[config.mk]
export PLATFORM = sky130hd
export DESIGN_NAME = lks_cell
export DESIGN_NICKNAME = d
export VERILOG_FILES = /design/src/hdl/lks_pkg.sv /design/src/hdl/lks_cell.sv
export SDC_FILE = /design/constraint.sdc
export NUM_CORES = 1
export LEC_CHECK = 0
export BUFFER_PORTS_ARGS = -buffer_cell sky130_fd_sc_hd__buf_4
export CAP_MARGIN = 30
export CORE_MARGIN = 2
export CORE_UTILIZATION = 45
export DETAILED_ROUTE_END_ITERATION = 10
export PLACE_DENSITY = 0.72
export SETUP_SLACK_MARGIN = 0.05
export SYNTH_ARGS = -nofsm -noshare
export SYNTH_HDL_FRONTEND = slang
export SYNTH_SLANG_ARGS = --single-unit
[constraint.sdc]
create_clock -name i_clk -period 4.4 [get_ports i_clk]
set_clock_uncertainty 0.2 [all_clocks]
set_input_delay 0.66 -clock i_clk [delete_from_list [all_inputs] [get_ports i_clk]]
set_output_delay 0.66 -clock i_clk [all_outputs]
set_load 0.005 [all_outputs]
[src/hdl/lks_pkg.sv]
// Package for the layered key sound lookup.
// Types and constants shared by the layer cells, the top level and the checker.
// No dependencies.
package lks_pkg;

    localparam int KEY_W = 18;
    localparam int SID_W = 16;
    localparam int CODE_W = 16;

    localparam logic [1:0] PT_SHORT  = 2'd0;
    localparam logic [1:0] PT_LONG   = 2'd1;
    localparam logic [1:0] PT_REPEAT = 2'd2;

    localparam logic KIND_INSERT = 1'b0;
    localparam logic KIND_EVENT  = 1'b1;

    localparam logic [1:0] ST_OK   = 2'd0;
    localparam logic [1:0] ST_DUP  = 2'd1;
    localparam logic [1:0] ST_FULL = 2'd2;

    localparam logic [1:0] CFG_LAYERS  = 2'd0;
    localparam logic [1:0] CFG_SILENT  = 2'd1;
    localparam logic [1:0] CFG_DEFAULT = 2'd2;

    // decision handed down the layer chain
    typedef struct packed {
        logic                    decided;
        logic                    jump;
        logic                    play;
        logic signed [SID_W-1:0] sid;
    } t_token;

    // sequencer controls broadcast to every cell
    typedef struct packed {
        logic clear;
        logic scan;
        logic wr;
    } t_cell_ctl;

endpackage

[src/hdl/lks_cell.sv]
// One layer cell: entry store, fill count, scan compare and one chain stage.
// Depends on lks_pkg.
module lks_cell
    import lks_pkg::*;
#(
    parameter int IDX     = 0,
    parameter int ENTRIES = 32
) (
    input  logic                              i_clk,
    input  logic                              i_rst_n,
    input  t_cell_ctl                         i_ctl,
    input  logic                              i_sel,
    input  logic [(ENTRIES > 1 ? $clog2(ENTRIES) : 1)-1:0] i_addr,
    input  logic [KEY_W-1:0]                  i_key,
    input  logic signed [SID_W-1:0]           i_wr_sound,
    input  logic [3:0]                        i_layers,
    input  logic signed [SID_W-1:0]           i_silent,
    input  logic signed [SID_W-1:0]           i_default,
    input  t_token                            i_tok,
    output t_token                            o_tok,
    output logic                              o_hit,
    output logic                              o_full
);

    localparam int AW = (ENTRIES > 1) ? $clog2(ENTRIES) : 1;
    localparam int FW = $clog2(ENTRIES + 1);

    logic [KEY_W-1:0]        r_mem_key   [ENTRIES];
    logic signed [SID_W-1:0] r_mem_sound [ENTRIES];
    logic [KEY_W-1:0]        r_rd_key;
    logic signed [SID_W-1:0] r_rd_sound;
    logic [AW-1:0]           r_rd_idx;
    logic                    r_rd_en;
    logic [FW-1:0]           r_fill;
    logic                    r_hit;
    logic signed [SID_W-1:0] r_hit_sid;
    t_token                  r_tok;
    t_token                  n_tok;
    logic                    wr;
    logic                    match;
    logic                    active;

    assign wr = i_ctl.wr & i_sel;
    assign match = r_rd_en && !r_hit && (FW'(r_rd_idx) < r_fill) && (r_rd_key == i_key);
    assign active = r_hit && !i_tok.decided && (5'(IDX) < {1'b0, i_layers})
                    && (!i_tok.jump || (IDX == 0));

    always_ff @(posedge i_clk) begin
        if (wr) begin
            r_mem_key[r_fill[AW-1:0]]   <= i_key;
            r_mem_sound[r_fill[AW-1:0]] <= i_wr_sound;
        end
        r_rd_key   <= r_mem_key[i_addr];
        r_rd_sound <= r_mem_sound[i_addr];
        r_rd_idx   <= i_addr;
        if (match) begin
            r_hit_sid <= r_rd_sound;
        end
    end

    always_comb begin
        n_tok = i_tok;
        if (active) begin
            if (r_hit_sid == i_silent) begin
                n_tok.decided = 1'b1;
            end else if (r_hit_sid == i_default) begin
                if (IDX == 0) begin
                    n_tok.decided = 1'b1;
                end else begin
                    n_tok.jump = 1'b1;
                end
            end else begin
                n_tok.decided = 1'b1;
                n_tok.play    = 1'b1;
                n_tok.sid     = r_hit_sid;
            end
        end
    end

    always_ff @(posedge i_clk) begin
        if (!i_rst_n) begin
            r_fill  <= '0;
            r_rd_en <= 1'b0;
            r_hit   <= 1'b0;
            r_tok   <= '0;
        end else begin
            r_rd_en <= i_ctl.scan;
            r_tok   <= n_tok;
            if (wr) begin
                r_fill <= r_fill + 1'b1;
            end
            if (i_ctl.clear) begin
                r_hit <= 1'b0;
            end else if (match) begin
                r_hit <= 1'b1;
            end
        end
    end

    assign o_tok  = r_tok;
    assign o_hit  = r_hit;
    assign o_full = (r_fill == FW'(ENTRIES));

endmodule

; Word-level counts from Yosys, hierarchy flattened
; Memory sizes are Yosys's and may differ from the RTL's. A register that Yosys moved wholly into a read port is not among the register bits.
; Index checks and enable logic that the tools add are counted.
; W data, S select, Z words.
[classes]
n_lt_le_gt_ge = 2
n_reduce_logical = 8
add_sub_neg = 1
bitwise = 2
eq_ne = 4
n_mux = 5
[op_table]
columns = operator, count
row1 = $mux W17, 2
row2 = $eq A16 B16 Y1, 2
row3 = $mux W19, 1
row4 = $eq A18 B18 Y1, 1
row5 = $add A6 B1 Y6 const B, 1
row6 = $eq A6 B6 Y1 const B, 1
row7 = $lt A5 B6 Y1, 1
row8 = $logic_and A1 B1 Y1, 5
row9 = $lt A1 B4 Y1 const A, 1
row10 = $logic_not A1 Y1, 2
row11 = $mux W1, 2
row12 = $reduce_or A2 Y1, 1
row13 = $and A1 B1 Y1, 1
row14 = $not A1 Y1, 1
[word_totals]
inputBits = 100
out_inout_bits = 21
mem_count = 2
word_cells = 33
register_bits = 48
ram_bits = 1088
[memory_table]
columns = name, depth, word_bits, read_ports, rd_ports_with_merged_regs, write_ports, line_no
row1 = r_mem_key, 32, 18, 1, 1, 1, lks_cell.sv:28  ; logic [KEY_W-1:0] r_mem_key [ENTRIES];
row2 = r_mem_sound, 32, 16, 1, 1, 1, lks_cell.sv:29  ; logic signed [SID_W-1:0] r_mem_sound [ENTRIES];

; Depth between registers and ports, before layout
; Gate-level depths: netlist of the first run.
[depth]
depth_word = 4
depth_mapped = 8
depth_no_buf = 7

; Worst setup path after synthesis of the first run
; No wires, ideal clock.
[synth_timing]
path_type = input to register
startpoint = in i_ctl[0] (netlist bit)
endpoint = mem r_mem_key[23][0] (enable)
path_buffers = 1
setup_slack_ns = 0.177
setup_time_ns = 0.467
required_ns = 3.733
t_arrival_ns = 3.555
stages = 4
cell_sequence = and2_1 -> clkbuf_1 -> nand3_1 -> nor3_1
[synth_between]
elab_chain_len = 3
[synth_lines]
columns = element, line_no
row1 = "start, declared", lks_cell.sv:11  ; input t_cell_ctl i_ctl,
row2 = $and A1 B1 Y1, lks_cell.sv:43  ; assign wr = i_ctl.wr & i_sel;
row3 = $mux W1, lks_cell.sv:49  ; if (wr) begin
row4 = $mux W1 (implied by the code), lks_cell.sv:50  ; r_mem_key[r_fill[AW-1:0]] <= i_key;
row5 = "end, declared", lks_cell.sv:28
; No other way between the ends.

; Worst setup path after layout of the first run
[layout_timing]
startpoint = reg r_fill[4]
endpoint = out o_full
[layout_between]
elab_chain_len = 1
[layout_lines]
columns = element, line_no
row1 = "start, declared", lks_cell.sv:34  ; logic [FW-1:0] r_fill;
row2 = "start signal, assigned", lks_cell.sv:90  ; r_fill <= r_fill + 1'b1;
row3 = $eq A6 B6 Y1, lks_cell.sv:102  ; assign o_full = (r_fill == FW'(ENTRIES));
row4 = "end, declared", lks_cell.sv:22  ; output logic o_full
; No other way between the ends.

==> metrics.md, run 1 <==
| Metric | Value |
|---|---|
| Slew Viols, Final | 0 |
| Avg Vias per Cell | 5.887 |
| Postcts setup bufs | 0 |
| Uppermost layer routed | met5 |
| Final WL | 99260 um |
| IO Pins | 121 |
| DP Wirelength | 55440 um |
| Slew headroom | 0.3969 |
| Max stage delay on crit path | 0.43 ns |
| GRT Total Usage | 0.1976 |
| # fillers | 7189 |
| Drt pass-1 iters | 7 |
| Routed wl met2 | 50010 um |
| Int Power | 18.42 mW |
| Worst Hold Class | input pin to flip-flop |
| Min Tclk post-route | 3.141 ns |
| Fin crit share | 0.7140 |
| Share of cells above drive strength 1 | 0.3533 |
| Antenna-violating nets left | 0 |
| Nets | 2163 |
| Distinct cells, synth | 32 |
| Die Ht | 317.8 um |
| CP max FO | 9 |
| LEAKAGE | 16.13 nW |
| Sequential element share of the synthesized area | 0.7780 |
| Clock Latency Late Sink | 0.68 ns |
| Sequence of cells on the critical path | inv_1 > nand3_1 > nor2_1 > buf_4 |
| CTS H-tree lvls | 3 |
| PostCTS Resize Cnt | 0 |
| Power per cell area | 448.7 nW/um^2 |
| DR iter-0 viols | 2498 |
| Final setup margin | 1.259 ns |
| Clock Tree Root | clkbuf_16 |
| #FFs+latches synth | 1170 |
| F_max | 0.3183 GHz |
| Family with the most delay on the worst path | simple AND/OR/NAND/NOR gates |
| Clock Sinks | 1170 |
| Synth-to-layout area growth | 15.88% |
| TritonCTS Buffers | 110 |
| FP Rows | 115 |
| Reg clk slew, reported paths | 0.07 ns |
| GR Overflow Total | 0 |
| Worst Tran Pin Value | 0.9025 ns |
| Initial antenna violation count | 2 |
| Total number of vias | 20247 |
| Worst Setup Start Kind | flip-flop |
| DR WL/cell | 28.86 um |
| Vias in the first global route | 21276 |
| Mapped Area | 44310 um^2 |
| CP arrival | 2.28 ns |
| Logic pwr share | 0.045 |
| Initial Utilization | 0.4522 |
| Mapped Cells | 1843 |
| CTS tree | done |
| Syn avg cell area | 24.04 um^2 |
| Clock Power Share | 0.421 |
| Sequential cell area | 34470 um^2 |
| Max-Cap Viols | 0 |
| Worst endpoint required time | 3.54 ns |
| First-pass GRT wire length | 145200 um |
| DIE WIDTH | 317.8 um |
| Drt drc | 0 |
| Outcome | complete, no violations |
| Yosys warning total | 0 |
| Die area | 101000 um^2 |
| Commonest non-fill, non-tap cells in the layout | edfxtp_1, mux4_2, buf_4, clkbuf_16, dfxtp_1 |
| Post-Place Setup Slack | 0.9895 ns |
| Final Hold Vio Count | 0 |
| Multi-input logic area | 9617 um^2 |
| Fin Setup TNS | 0 ns |
| Clk buf depth | 3 |
| Sequential share of power | 0.534 |
| Met1 wire length | 38860 um |
| Hold-fix buffers, CTS | 4 |
| Crit end category | output port |
| Net Sw Frac | 0.2003 |
| Largest net degree at the start of global routing | 70 |
| Syn Nets | 1951 |
| Port bufs | 120 |
| Switch Pwr | 4.613 mW |
| WL met3 | 8541 um |
| Max stage delay cell, worst path | dfxtp_1 |
| Total buffers and inverters traversed by the critical path | 2 |
| RSZ-0062 raised after global routing | false |
| Peak supply drop | 377.9 uV |
| Core region area | 97990 um^2 |
| # setup viols final | 0 |
| Crit Path Class | flip-flop to output port |
| RePlAce Congestion | 0.8178 |
| Commonest non-fill, non-tap cell in the layout | edfxtp_1 |
state kept, by name (all words and copies together), names as in the netlist:
signal       cells
r_mem_key      576
r_mem_sound    512
o_hit            1
r_hit_sid       16
r_fill           6
r_rd_en          1
o_tok           19
r_rd_idx         5
r_rd_key        18
r_rd_sound      16
tightest hold or removal path: cells and delay by family:
family        cells  cell delay (ns)
simple gates      1             0.05
buf+inv           1             0.11
mux               1             0.05
cell usage after synthesis:
master / instances / area, um^2
a21boi_0: 1 / 7.510
a21o_1: 1 / 7.510
a21oi_1: 1 / 5.000
and2_1: 8 / 50.05
buf_1: 4 / 15.01
buf_2: 23 / 115.1
buf_4: 1 / 7.510
buf_6: 8 / 90.09
clkbuf_1: 55 / 206.5
dfxtp_1: 66 / 1321
edfxtp_1: 1104 / 33150
ha_1: 8 / 100.1
inv_1: 7 / 26.28
mux2_2: 34 / 382.9
mux2i_1: 17 / 170.2
mux4_2: 340 / 7657
nand2_1: 39 / 146.4
nand2b_1: 2 / 12.51
nand3_1: 9 / 45.04
nand3b_1: 2 / 15.01
nand4_1: 12 / 75.07
nand4b_1: 1 / 8.760
nor2_1: 32 / 120.1
nor2b_1: 1 / 6.260
nor3_1: 2 / 10.01
nor4_1: 6 / 37.54
o2111a_1: 1 / 11.26
o211a_1: 1 / 10.01
o21a_1: 2 / 15.01
o41ai_1: 1 / 8.760
xnor2_1: 45 / 394.1
xor2_1: 9 / 78.83
power groups by stage:
| stage | Clock (mW) | Sequential, mW | Combinational (mW) |
|---|---|---|---|
| floorplan | 0 | 12.5 | 0.601 |
| global placement | 0 | 12.5 | 1.02 |
| detailed placement | 0 | 12.5 | 1.05 |
| CTS | 9.84 | 12.3 | 1.06 |
| global route | 10.3 | 12.3 | 1.12 |
| finish | 9.69 | 12.3 | 1.05 |
per-stage QoR:
stage	utilization	cells	area, um^2	power, mW	hold WS (ns)
6_report	0.5240	3439	51350	23.04	0.04972
5_1_grt	0.5240	3438	51340	23.68	0.02262
4_1_cts	0.5238	3437	51320	23.20	0.009756
3_5_place_dp	0.4852	3225	47540	13.59	0.1928
3_3_place_gp	0.4852	3225	47540	13.56	0.1970
2_1_floorplan	-	1843	44310	13.12	0.1855
routing by layer:
metal | track usage | vias up
met5 | 0 | -
met4 | 0.04751 | 2
met3 | 0.04356 | 126
met2 | 0.3266 | 1040
met1 | 0.2700 | 10809
li1 | - | 8270
kinds of logic (layout without fill, tap and decap cells):
| family | after synthesis | count (layout) | share of synthesized area |
|---|---|---|---|
| buffers and inverters | 98 | 406 | 0.01039 |
| xor gates and xnor gates | 54 | 54 | 0.01067 |
| and+or+nand+nor | 114 | 114 | 0.01189 |
| DFF | 1170 | 1170 | 0.7780 |
| muxes | 391 | 391 | 0.1853 |
| AOI/OAI and AO/OA | 8 | 8 | 0.001468 |
| other | 0 | 1 | 0 |
| adders and majority gates | 8 | 8 | 0.002259 |
layout make-up:
cell class | count | area share
diodes | 1 | 0.00004874
clock buffers | 149 | 0.06002
repair buffers | 191 | 0.03653
clock inverters | 59 | 0.01287
well taps | 1287 | 0.03136
inverters | 7 | 0.0005117
multi-input cells | 575 | 0.1873
flip-flops and latches | 1170 | 0.6714
worst paths after layout:
| kind | cells after the start | slack [ns] | from | endpoint |
|---|---|---|---|---|
| max | 4 | 1.26 | r_fill[4]$_SDFFE_PN0P_ | o_full |
| min | 3 | 0.05 | i_tok[4] | o_tok[4]$_SDFF_PN0_ |
| max reg2reg | 4 | 1.59 | r_fill[4]$_SDFFE_PN0P_ | r_mem_sound[3][6]$_DFFE_PP_ |
| min reg2reg | 0 | 0.21 | r_rd_sound[6]$_DFF_P_ | r_hit_sid[6]$_DFFE_PP_ |
No activity file was read; power rests on OpenSTA's default activity.
==> run 2: changes to the inputs <==
ABC_AREA = 1   (was default)
clock period = 2.5 ns   (was 4.4 ns; I/O delays follow)
==> run 2 against run 1 <==
Effect of this change: final area up 8.7%; power up 79%; first-iteration DRC count up 49%; synthesized cell count up 90%; sequential share of layout area down 5.4 points; global-route usage up 3.6 points; routed wire length up 29%; clock-buffer cell count up 2; sequential power up 76%; worst hold slack worse by 0.0066 ns; non-clock buffer count up 196; worst setup slack worse by 1.2 ns; largest cell class unchanged.
==> metrics.md, run 2 <==
| Metric | Value |
|---|---|
| Clock Sinks | 1170 (unchanged) |
| Initial Utilization | 0.4531 (+0.0009368) |
| Max stage delay on crit path | 0.54 ns (+0.11 ns) |
| Reg2reg start | r_hit_sid[12]$_DFFE_PP_ |
| Postcts setup bufs | 0 (unchanged) |
| First-pass GRT wire length | 187300 um (+29%) |
| LEAKAGE | 19.07 nW (+18%) |
| Drt drc | 0 (unchanged) |
| Vias in the first global route | 29741 (+40%) |
| Antenna-violating nets left | 0 (unchanged) |
| Commonest non-fill, non-tap cell in the layout | edfxtp_1 |
| Total buffers and inverters traversed by the critical path | 2 (unchanged) |
| Worst Hold Class | input pin to flip-flop |
| Largest net degree at the start of global routing | 71 (+1.4%) |
| Drt pass-1 iters | 5 (-2) |
| GRT Total Usage | 0.2337 (+0.03602) |
| Mapped Area | 46830 um^2 (+5.7%) |
| # setup viols final | 0 (unchanged) |
| Yosys top cell by area | edfxtp_1 |
| Reg clk slew, reported paths | 0.07 ns (about the same) |
| F_max | 0.4103 GHz |
| Post-Place Cells | 4957 (+54%) |
| Main synth FF type | edfxtp_1 |
| Max stage delay cell, worst path | dlygate4sd3_1 |
| #FFs+latches synth | 1170 (unchanged) |
| Synth cell count leaders | edfxtp_1, nor2_1, nand2_1, o21ai_0, o21bai_1 |
| Synth-to-layout area growth | 19.20% |
| TritonCTS Buffers | 112 (+1.8%) |
| # fillers | 8148 (+13%) |
| CTS tree | done |
| Die area | 106700 um^2 (+5.6%) |
| Peak supply drop | 571.1 uV (+51%) |
| DR WL/cell | 24.31 um (-16%) |
| Fin crit share | 0.9749 |
| Clock Latency Late Sink | 0.71 ns (+0.03 ns) |
| Mapped Cells | 3504 (+90%) |
| CP max FO | 8 (-1) |
| GR Overflow Total | 0 (unchanged) |
| CP arrival | 2.83 ns (+0.55 ns) |
| Crit end category | flip-flop |
| Worst endpoint required time | 2.89 ns (-0.65 ns) |
| R2r setup slk | 0.06 ns (-1.53 ns) |
| Fin Setup TNS | 0 ns (unchanged) |
| Top cells by area, synth | edfxtp_1, o21bai_1, nor2_1 |
| DIE WIDTH | 326.6 um (+2.8%) |
| Most numerous cell in the Yosys netlist | edfxtp_1 |
| DR iter-0 viols | 3732 (+49%) |
| CP Launch Point | r_hit_sid[12]$_DFFE_PP_ |
| Core region area | 103300 um^2 (+5.5%) |
| Worst Setup Start Kind | flip-flop |
| Commonest non-fill, non-tap cells in the layout | edfxtp_1, nor2_1, nand2_1, o21ai_0, o21bai_1 |
| Yosys warning total | 0 (unchanged) |
| Clk buf depth | 3 (unchanged) |
| Min Tclk post-route | 2.437 ns |
| Slew headroom | 0.4409 (+0.04402) |
| Slew Viols, Final | 0 (unchanged) |
| Number of enable flip-flop cells after synthesis | 1104 (unchanged) |
| Distinct cells, synth | 30 (-6.3%) |
| Total number of vias | 30707 (+52%) |
| Share of cells above drive strength 1 | 0.1352 (-0.2181) |
| FP Rows | 118 (+2.6%) |
| IO Pins | 121 (unchanged) |
| Sequence of cells on the critical path | xor2_1 > nor2_1 > nand2_1 > nor2_1 > nand2_2 > nand3_2 > nand2_1 > inv_1 > nor2_1 > dlygate4sd3_1 |
| Max-Cap Viols | 0 (unchanged) |
| Final non-filler cell total | 5248 (+53%) |
| DP Wirelength | 72600 um (+31%) |
| Initial antenna violation count | 4 (+2) |
| Power per cell area | 739.2 nW/um^2 (+65%) |
| Sequential element share of the synthesized area | 0.7361 (-0.04189) |
| Clock Tree Root | clkbuf_16 |
| Nets | 3878 (+79%) |
| Power, Total | 41.26 mW (+79%) |
| Final WL | 127600 um (+29%) |
| Syn avg cell area | 13.36 um^2 (-44%) |
| Synth top area share | 0.7079 (-0.04028) |
| Port bufs | 120 (unchanged) |
| Die Ht | 326.6 um (+2.8%) |
| FFs w/ async S/R, synth | 0 (unchanged) |
| Outcome | complete, no violations |
| Final Hold Vio Count | 0 (unchanged) |
| Worst Tran Pin Value | 0.8358 ns (-0.06673 ns) |
| RePlAce Congestion | 0.8733 (+6.8%) |
| Most frequent CP cell | nor2_1 |
| CTS H-tree lvls | 3 (unchanged) |
| RSZ-0062 raised after global routing | true |
| Min-delay src | i_addr[1] |
| Avg Vias per Cell | 5.851 (-0.62%) |
| Max reg flops | 576 (unchanged) |
| Multi-input logic area | 11220 um^2 (+17%) |
| Crit Path Class | flip-flop to flip-flop |
| Sequential cell area | 34470 um^2 (unchanged) |
| Syn Nets | 3612 (+85%) |
| Family with the most delay on the worst path | simple AND/OR/NAND/NOR gates |
run 2: cell count changes after synthesis, sizes merged, moves of 100 or more:
| cell | before | now |
|---|---|---|
| mux4 | 340 | 0 |
| nor2 | 32 | 535 |
| nand3 | 9 | 152 |
| o211ai | 0 | 102 |
| o21a | 2 | 102 |
| o21ai | 0 | 280 |
| o221ai | 0 | 170 |
| nand2 | 39 | 308 |
| o21bai | 0 | 272 |
run 2: per-stage QoR:
stage / hold WS, ns / setup slack (ns) / utilization / area (um^2)
after floorplan: 0.1855 / -0.3516 / - / 46840
after global placement: 0.2173 / 0.08775 / 0.4964 / 51300
after detailed placement: 0.2301 / 0.04643 / 0.4964 / 51300
after CTS: 0.01066 / 0.08124 / 0.5396 / 55770
after global routing: 0.04211 / -0.04379 / 0.5401 / 55820
final: 0.04314 / 0.06274 / 0.5401 / 55820
run 2: path summary, 6_finish.rpt:
path / endpoint / cells after the start
setup / recovery: o_tok[10]$_SDFF_PN0_ / 10
hold / removal: r_rd_idx[1]$_DFF_P_ / 2
setup reg to reg: o_tok[10]$_SDFF_PN0_ / 10
hold reg to reg: r_hit_sid[0]$_DFFE_PP_ / 0
run 2: timing repair:
action | CTS | global route
gates cloned | 0 | 2
endpoints found under the hold margin | 798 | 0
endpoints found under the setup margin | 1 | 18
resized for setup | 1 | 11
pin swaps | 0 | 6
hold buffers | 78 | 0
run 2: kinds of logic after synthesis:
group | synth area share
buffers and inverters | 0.03051
and+or+nand+nor | 0.08822
adders and majority gates | 0.002138
xor gates and xnor gates | 0.003927
DFF | 0.7361
AOI/OAI and AO/OA | 0.1391
run 2: layer usage:
layer	GRT usage	wire, um	up-vias
met1	0.3178	50300	15155
met2	0.3758	59830	1662
met3	0.04154	12530	304
li1	-	-	13580
met5	0	40	-
met4	0.09055	4853	6
run 2: layout make-up:
cell class	count	share of cell area
antenna	1	0.00004483
clock buffer	151	0.05480
clock inverter	60	0.01127
inverter	104	0.007240
multi-input combinational	1995	0.2011
sequential	1170	0.6175
tap	1380	0.03093
timing repair buffer	387	0.07710
run 2: power breakdown:
group,internal (mW),leakage (nW),total (mW),switching [mW]
sequential,21.6,10.5,21.7,0.119
combinational,1.00,6.79,2.68,1.67
clock,9.64,1.80,16.9,7.27
==> run 3: changes to the inputs <==
--- a/config.mk
+++ b/config.mk
@@ -10,7 +10,7 @@
 export CAP_MARGIN = 30
 export CORE_MARGIN = 2
-export CORE_UTILIZATION = 45
+export CORE_UTILIZATION = 36
 export DETAILED_ROUTE_END_ITERATION = 10
-export PLACE_DENSITY = 0.72
+export PLACE_DENSITY = 0.62
 export SETUP_SLACK_MARGIN = 0.05
 export SYNTH_ARGS = -nofsm -noshare
==> constraint.sdc (replaced) <==
create_clock -name i_clk -period 2.5 [get_ports i_clk]
set_clock_uncertainty 0.2 [all_clocks]
set_input_delay 0.5 -clock i_clk [delete_from_list [all_inputs] [get_ports i_clk]]
set_output_delay 0.5 -clock i_clk [all_outputs]
set_load 0.005 [all_outputs]
==> run 3 against run 2 <==
Effect of this change: maximum frequency grew 1.0%; worst setup slack improved by 0.025 ns; global-route usage shrank 3.6 points; clock-buffer cell count up 15; critical path depth down 5; core utilization fell by 11 points; critical endpoint is now o_full; highest routed layer unchanged.
==> metrics.md, run 3 (synthesized netlist as in run 2, its figures left out) <==
| Metric | Value |
|---|---|
| DIE WIDTH | 364.7 um (+12%) |
| Final setup margin | 0.08800 ns (+0.02526 ns) |
| Post-route cell area | 56040 um^2 (+0.38%) |
| Share of cells above drive strength 1 | 0.1406 (+0.005322) |
| Port bufs | 120 (unchanged) |
| # setup viols final | 0 (unchanged) |
| DP Wirelength | 76270 um (+5.1%) |
| Clock Sinks | 1170 (unchanged) |
| CTS tree | done |
| RSZ-0062 raised after global routing | false |
| CP arrival | 1.71 ns (-1.12 ns) |
| Worst Hold Class | input pin to flip-flop |
| Clock Tree Root | clkbuf_16 |
| DP Area | 51850 um^2 (+1.1%) |
| Worst endpoint required time | 1.80 ns (-1.09 ns) |
| Power per cell area | 732.0 nW/um^2 (-0.97%) |
| Final Hold Vio Count | 0 (unchanged) |
| Die Ht | 364.7 um (+12%) |
| # fillers | 11451 (+41%) |
| Max-Cap Viols | 0 (unchanged) |
| Crit end category | output port |
| Max reg flops | 576 (unchanged) |
| Vias in the first global route | 29251 (-1.6%) |
| Fin crit share | 0.9648 (-0.01010) |
| Largest net degree at the start of global routing | 103 (+45%) |
| Initial Utilization | 0.3621 (-0.09100) |
| Post-Place Setup Slack | 0.09902 ns (+0.05259 ns) |
| Synth-to-layout area growth | 19.66% |
| Post-Place Cells | 5344 (+7.8%) |
| Clock Latency Late Sink | 0.70 ns (about the same) |
| Final non-filler cell total | 5615 (+7.0%) |
| Fin Hold WS | 0.02876 ns (-0.01438 ns) |
| Power, Total | 41.02 mW (-0.59%) |
| Outcome | complete, no violations |
| Crit Path Class | flip-flop to output port |
| F_max | 0.4146 GHz (+1.0%) |
| Final WL | 133000 um (+4.3%) |
| Reg clk slew, reported paths | 0.06 ns (about the same) |
| Nets | 3878 (unchanged) |
| LEAKAGE | 19.02 nW (-0.30%) |
| Antenna-violating nets left | 0 (unchanged) |
| FP Rows | 132 (+12%) |
| Layout Utilization | 0.4333 (-0.1068) |
| Die area | 133000 um^2 (+25%) |
| Met1 wire length | 57600 um (+15%) |
| Drt pass-1 iters | 7 (+2) |
| GRT Total Usage | 0.1972 (-0.03644) |
| Commonest non-fill, non-tap cells in the layout | edfxtp_1, nor2_1, nand2_1, o21ai_0, o21bai_1 |
| DR iter-0 viols | 3131 (-16%) |
| TritonCTS Buffers | 113 (+0.89%) |
| Worst Tran Pin Value | 0.7382 ns (-0.09757 ns) |
| Core region area | 129300 um^2 (+25%) |
| Min Tclk post-route | 2.412 ns (-0.02526 ns) |
| Slew headroom | 0.5062 (+0.06527) |
| Total number of vias | 30414 (-0.95%) |
| Routed wl met2 | 61530 um (+2.9%) |
| Peak supply drop | 530.4 uV (-7.1%) |
| IO Pins | 121 (unchanged) |
| Drt drc | 0 (unchanged) |
| WL met3 | 10280 um (-18%) |
| First-pass GRT wire length | 194400 um (+3.8%) |
| DR WL/cell | 23.69 um (-2.5%) |
| RePlAce Congestion | 0.8292 (-5.0%) |
| Uppermost layer routed | met5 |
| Worst Setup Start Kind | flip-flop |
| CTS H-tree lvls | 3 (unchanged) |
| GR Overflow Total | 0 (unchanged) |
| Fin Setup TNS | 0 ns (unchanged) |
| Clk buf depth | 3 (unchanged) |
| Commonest non-fill, non-tap cell in the layout | edfxtp_1 |
| Avg Vias per Cell | 5.417 (-7.4%) |
| Slew Viols, Final | 0 (unchanged) |
| CP max FO | 4 (-4) |
| Initial antenna violation count | 5 (+1) |
## run 3: changes by cell type in the layout (fill, tap and decap cells not counted), sizes merged
cell and change:
diode +2, clkinv -8, bufinv -5, nand3 -2, inv +2, buf +25
clkbuf +15, dlygate4sd3 -24
## run 3: repair_timing
action | in CTS | in global routing
gates resized for setup | 9 | 5
endpoints found under the setup margin | 1 | 15
pin swaps | 0 | 1
endpoints found under the hold margin | 377 | 0
hold buffers | 53 | 0
setup buffers | 0 | 0
## run 3: worst paths after layout
kind                               start                            end  slack (ns)  cells past startpoint
setup reg to reg  r_fill[4]$_SDFFE_PN0P_         r_hit_sid[8]$_DFFE_PP_        0.16                      8
hold / removal            i_wr_sound[10]  r_mem_sound[12][10]$_DFFE_PP_        0.03                      1
hold reg to reg    r_rd_sound[4]$_DFF_P_         r_hit_sid[4]$_DFFE_PP_        0.20                      0
setup / recovery  r_fill[0]$_SDFFE_PN0P_                         o_full        0.09                      5
## run 3: power breakdown
part	leakage, nW	switching [mW]	internal, mW	total, mW
Combinational	6.77	1.69	1.01	2.70
Clock	1.76	7.27	9.37	16.6
Sequential	10.5	0.120	21.6	21.7
Total	19.0	9.08	31.9	41.0
## run 3: layer usage
| layer | vias up | GRT usage |
|---|---|---|
| li1 | 13602 | - |
| met3 | 204 | 0.02929 |
| met4 | 4 | 0.06093 |
| met2 | 1306 | 0.3143 |
| met1 | 15298 | 0.2784 |
| met5 | - | 0 |
## run 3: critical path, stage by stage (launching register included)
cell,delay (ns)
dfxtp_1,0.35
inv_2,0.11
ha_2,0.20
nand2_1,0.09
nor2_4,0.14
buf_4,0.13
## run 3: final cells by class
class / instances / area [um^2] / share of cell area
tap: 1742 / 2180 / 0.03890
multi-input combinational: 1993 / 11200 / 0.2000
clock buffer: 166 / 3192 / 0.05696
clock inverter: 49 / 414.1 / 0.007391
antenna: 3 / 7.507 / 0.0001340
inverter: 104 / 404.1 / 0.007212
timing repair buffer: 388 / 4160 / 0.07424
sequential: 1170 / 34470 / 0.6152
